<file path="src/rtl/pcg_pkg.sv">
`timescale 1ns / 1ps
package pcg_pkg;

   localparam logic [1:0] ST_OK         = 2'd0;
   localparam logic [1:0] ST_BAD_RATIO  = 2'd1;
   localparam logic [1:0] ST_DECAY_ZERO = 2'd2;
   localparam logic [1:0] ST_SHIFT_LOW  = 2'd3;

   localparam int DIV_STEPS = 64;
   localparam int PROD_B_W  = 79;

   typedef struct packed {
      logic [15:0] thresh_num;
      logic [15:0] thresh_den;
      logic [15:0] apt_num;
      logic [15:0] apt_den;
      logic [15:0] upt_num;
      logic [15:0] upt_den;
      logic [31:0] decay_rate;
      logic [5:0]  decay_den_shift;
      logic [62:0] pool_size;
   } req_type;

   typedef struct packed {
      logic [63:0] coef_a;
      logic [6:0]  coef_shift;
      logic [63:0] coef_b;
      logic [1:0]  status;
   } rsp_type;

   // One checked parameter set on its way from front to back.
   typedef struct packed {
      logic [1:0]          status;
      logic [63:0]         norm_n;
      logic [63:0]         den;
      logic [5:0]          s1;
      logic [PROD_B_W-1:0] prod_b;
      logic [15:0]         thresh_den;
      logic [5:0]          dshift;
   } work_type;

endpackage

</file>
<file path="src/rtl/pcg_queue.sv">
`timescale 1ns / 1ps
module pcg_queue #(
   parameter int DEPTH = 4
) (
   input  logic              clock,
   input  logic              reset,
   input  logic              w_valid,
   output logic              w_ready,
   input  pcg_pkg::work_type w_data,
   output logic              r_valid,
   input  logic              r_ready,
   output pcg_pkg::work_type r_data
);
   import pcg_pkg::*;

   localparam int PTR_W = (DEPTH > 1) ? $clog2(DEPTH) : 1;
   localparam int CNT_W = $clog2(DEPTH + 1);

   work_type         mem_ff [DEPTH];
   logic [PTR_W-1:0] wr_ptr_ff, rd_ptr_ff;
   logic [CNT_W-1:0] count_ff, count_in;
   logic             push, pop;

   assign w_ready = (count_ff != CNT_W'(DEPTH));
   assign r_valid = (count_ff != '0);
   assign r_data  = mem_ff[rd_ptr_ff];
   assign push    = w_valid && w_ready;
   assign pop     = r_valid && r_ready;

   always_comb begin
      count_in = count_ff;
      if (push && !pop) count_in = count_ff + 1'b1;
      if (pop && !push) count_in = count_ff - 1'b1;
   end

   always_ff @(posedge clock) begin
      if (reset) begin
         wr_ptr_ff <= '0;
         rd_ptr_ff <= '0;
         count_ff  <= '0;
      end else begin
         count_ff <= count_in;
         if (push) wr_ptr_ff <= (wr_ptr_ff == PTR_W'(DEPTH - 1)) ? '0 : wr_ptr_ff + 1'b1;
         if (pop)  rd_ptr_ff <= (rd_ptr_ff == PTR_W'(DEPTH - 1)) ? '0 : rd_ptr_ff + 1'b1;
      end
   end

   always_ff @(posedge clock) begin
      if (push) mem_ff[wr_ptr_ff] <= w_data;
   end

endmodule

</file>
<file path="config.mk">
export PLATFORM = sky130hd
export DESIGN_NAME = pcg_queue
export DESIGN_NICKNAME = d
export VERILOG_FILES = /design/src/rtl/pcg_pkg.sv /design/src/rtl/pcg_queue.sv
export SDC_FILE = /design/constraint.sdc
export NUM_CORES = 1
export LEC_CHECK = 0
export ABC_AREA = 0
export BUFFER_PORTS_ARGS = -buffer_cell sky130_fd_sc_hd__buf_2
export CORE_UTILIZATION = 50
export DETAILED_ROUTE_END_ITERATION = 16
export GPL_ROUTABILITY_DRIVEN = 0
export PLACE_DENSITY = 0.77
export SLEW_MARGIN = 10
export SYNTH_ARGS = -nofsm -noshare
export SYNTH_HDL_FRONTEND = slang
export SYNTH_SLANG_ARGS = --single-unit
export TNS_END_PERCENT = 100
</file>
<file path="constraint.sdc">
create_clock -name clock -period 21.6 [get_ports clock]
set_input_delay 2.16 -clock clock [delete_from_list [all_inputs] [get_ports clock]]
set_output_delay 2.16 -clock clock [all_outputs]
set_load 0.005 [all_outputs]
</file>
==> out/qor.csv <==
metric,value,unit
critical_path_required,19440,ps
grt_first_pass_wirelength,102,mm
syn_inst,1290,
coreArea,68800,µm²
status,"finished, final reports clean",
dp_hpwl,41.0,mm
yosysTopAreaCell,edfxtp_1,
vias,15800,
tritoncts,done,
grt_pass1_vias,16600,
yosys-top-cells-area,"edfxtp_1, mux4_2, buf_12",
first_iter_violations,1281,
finalInstanceArea,41200,µm²
final_cells,2847,
clk_pin_slew,60,ps
synthDominantCellAreaShare,81.5,%
grt_max_degree,128,
drc,0,
yosysMostFrequentCell,edfxtp_1,
yosysUniqueCellTypes,26,
hold_buffers,0,
cp_common_cell,buf_4,
cts_inserted_buffers,95,
synthArstFlopShare,0,%
path_buf_inv,3,
cts_max_level,3,
slew_viol_final,0,
period_share,28.9,%
fmax,160,MHz
combPwrFrac,17.6,%
synth_ff_type,edfxtp_1,
finalSetupViolCount,0,
whs,517,ps
vdd_drop_max,95.1,µV
fin_setup_tns,0,ps
cpPeakStageDelay,970,ps
place_inst,2662,
setup_ws,15360,ps
synth_common_cells,"edfxtp_1, mux4_2, buf_12",
cp_top_family,buffers and inverters,
syn_area_per_cell,27.1,µm²
hp-class,reg2reg,
synth_seq_cells,957,
max-slew-margin-rel,21.8,%
yosysSeqAreaShare,82.0,%
portBuffers,479,
crit_chain,"buf_4, buf_4, mux4_2, buf_2",
cts_num_sinks,957,
start_kind,flip-flop,
p_int,3.60,mW
gr-usage-all-layers,19.5,%
start_util,50.8,%
syn-num-nets,1538,
cts-root-buf,clkbuf_16,
crit_fanout,46,
post_cts_resized,0,
syn_area,34900,µm²
p_seq_share,48.2,%
wl_per_cell,24.5,µm
totalWireLength,69.7,mm
rsz0062_at_grt,false,
hold_violations,0,
drtAntennaViolNets,0,
power.density,116,nW/µm²
clk_latency,640,ps
fin_nets,2076,
die_height,266,µm
clockBufferDepth,3,
worstSetupEndpointType,output port,
grt_overflow,0,
drtPass1Iterations,7,
swShare,24.5,%
min_period,6240,ps
placementRows,96,
final_util,59.8,%
vias_per_cell,5.54,
crit_arrival,4080,ps
path_class,reg2out,
p_leak,13.6,nW
p_switching,1.17,mW
synth_edf_count,948,
worst_slew_pin_slew,1170,ps
place_ws,15860,ps
total_power,4.76,mW
fp.dieW,266,µm
cap_violations,0,
die_area,70900,µm²
cts_setup_buffers,0,
grt_antenna_before_repair,25,
syn2layout_area_growth,17.8,%
crit_slowest_cell,dfxtp_4,
finClkSkew,19.2,ps
clock_power_share,34.2,%
layout-drive-gt1-share,45.9,%
place_area,38000,µm²
synth_warnings,0,
ios,480,
metal layers:
layer  vias up  GRT usage (%)  wire [µm]  share of wire, %
met4        30           6.88       1680               2.4
met2       616           32.4      35800                51
met5         -              0        180              0.26
li1       6721              -          -                 -
met1      8269           24.0      25400                37
met3       139           6.48       6580               9.4
flip-flops by register name (all words and copies together) (netlist names), named ones only:
name,count
mem_ff,948
count_ff,3
wr_ptr_ff,2
rd_ptr_ff,2
cells by family after synthesis:
group	count (synthesis)	synth area share (%)
xor+xnor	2	0.0501
fa+ha+maj	7	0.272
compound gates	7	0.129
flops	957	82.0
simple gates	17	0.269
buf+inv	61	1.96
mux	239	15.3
power by group through the flow:
stage / Sequential, mW / Combinational, mW / Clock [mW]
2_1_floorplan: 2.34 / 0.588 / 0
3_3_place_gp: 2.33 / 0.842 / 0
3_5_place_dp: 2.34 / 0.851 / 0
4_1_cts: 2.30 / 0.859 / 1.67
5_1_grt: 2.31 / 0.901 / 1.73
6_report: 2.30 / 0.837 / 1.63
final timing paths:
path / start / end / slack [ps] / cells after the start
worst max-delay path: flip-flop / r_data[40] / 15360 / 4
worst min-delay path: count_ff[2] / count_ff[2] / 520 / 2
worst max register to register: count_ff[0] / mem_ff[3][69] / 17920 / 4
worst min register to register: count_ff[2] / count_ff[2] / 520 / 2
cell type report:
| cell class | count | area (µm²) |
|---|---|---|
| antenna | 11 | 27.5 |
| sequential | 957 | 28700 |
| inverter | 6 | 22.5 |
| clock buffer | 117 | 2490 |
| timing repair buffer | 496 | 2550 |
| fill | 4676 | 27700 |
| multi-input combinational | 272 | 5630 |
| tap | 931 | 1160 |
| clock inverter | 57 | 618 |
tightest hold or removal path: stages, from the launching register on:
cell and delay [ps]:
dfxtp_1 330, o21ai_0 80, a21oi_1 60
cell usage in the layout, fill, tap and decap left out:
master / n
inv_8: 2
diode_2: 11
ha_1: 6
clkinvlp_4: 7
dfxtp_4: 2
clkinv_4: 1
and3_4: 4
nand2b_1: 2
clkbuf_16: 96
edfxtp_1: 948
clkbuf_8: 1
or3b_1: 1
clkinv_16: 1
buf_4: 15
o21ai_2: 1
or3_1: 4
o21ai_0: 1
o31ai_1: 1
inv_16: 3
bufinv_16: 10
buf_2: 479
inv_1: 6
clkbuf_1: 20
nand2_1: 2
a21oi_1: 3
mux2i_1: 2
a211o_1: 1
buf_12: 2
clkinv_2: 12
clkinv_1: 20
dfxtp_1: 7
fa_1: 1
mux4_2: 237
inv_6: 1
nor2_1: 4
xor2_1: 2
Power figures use the tool's default switching activity.
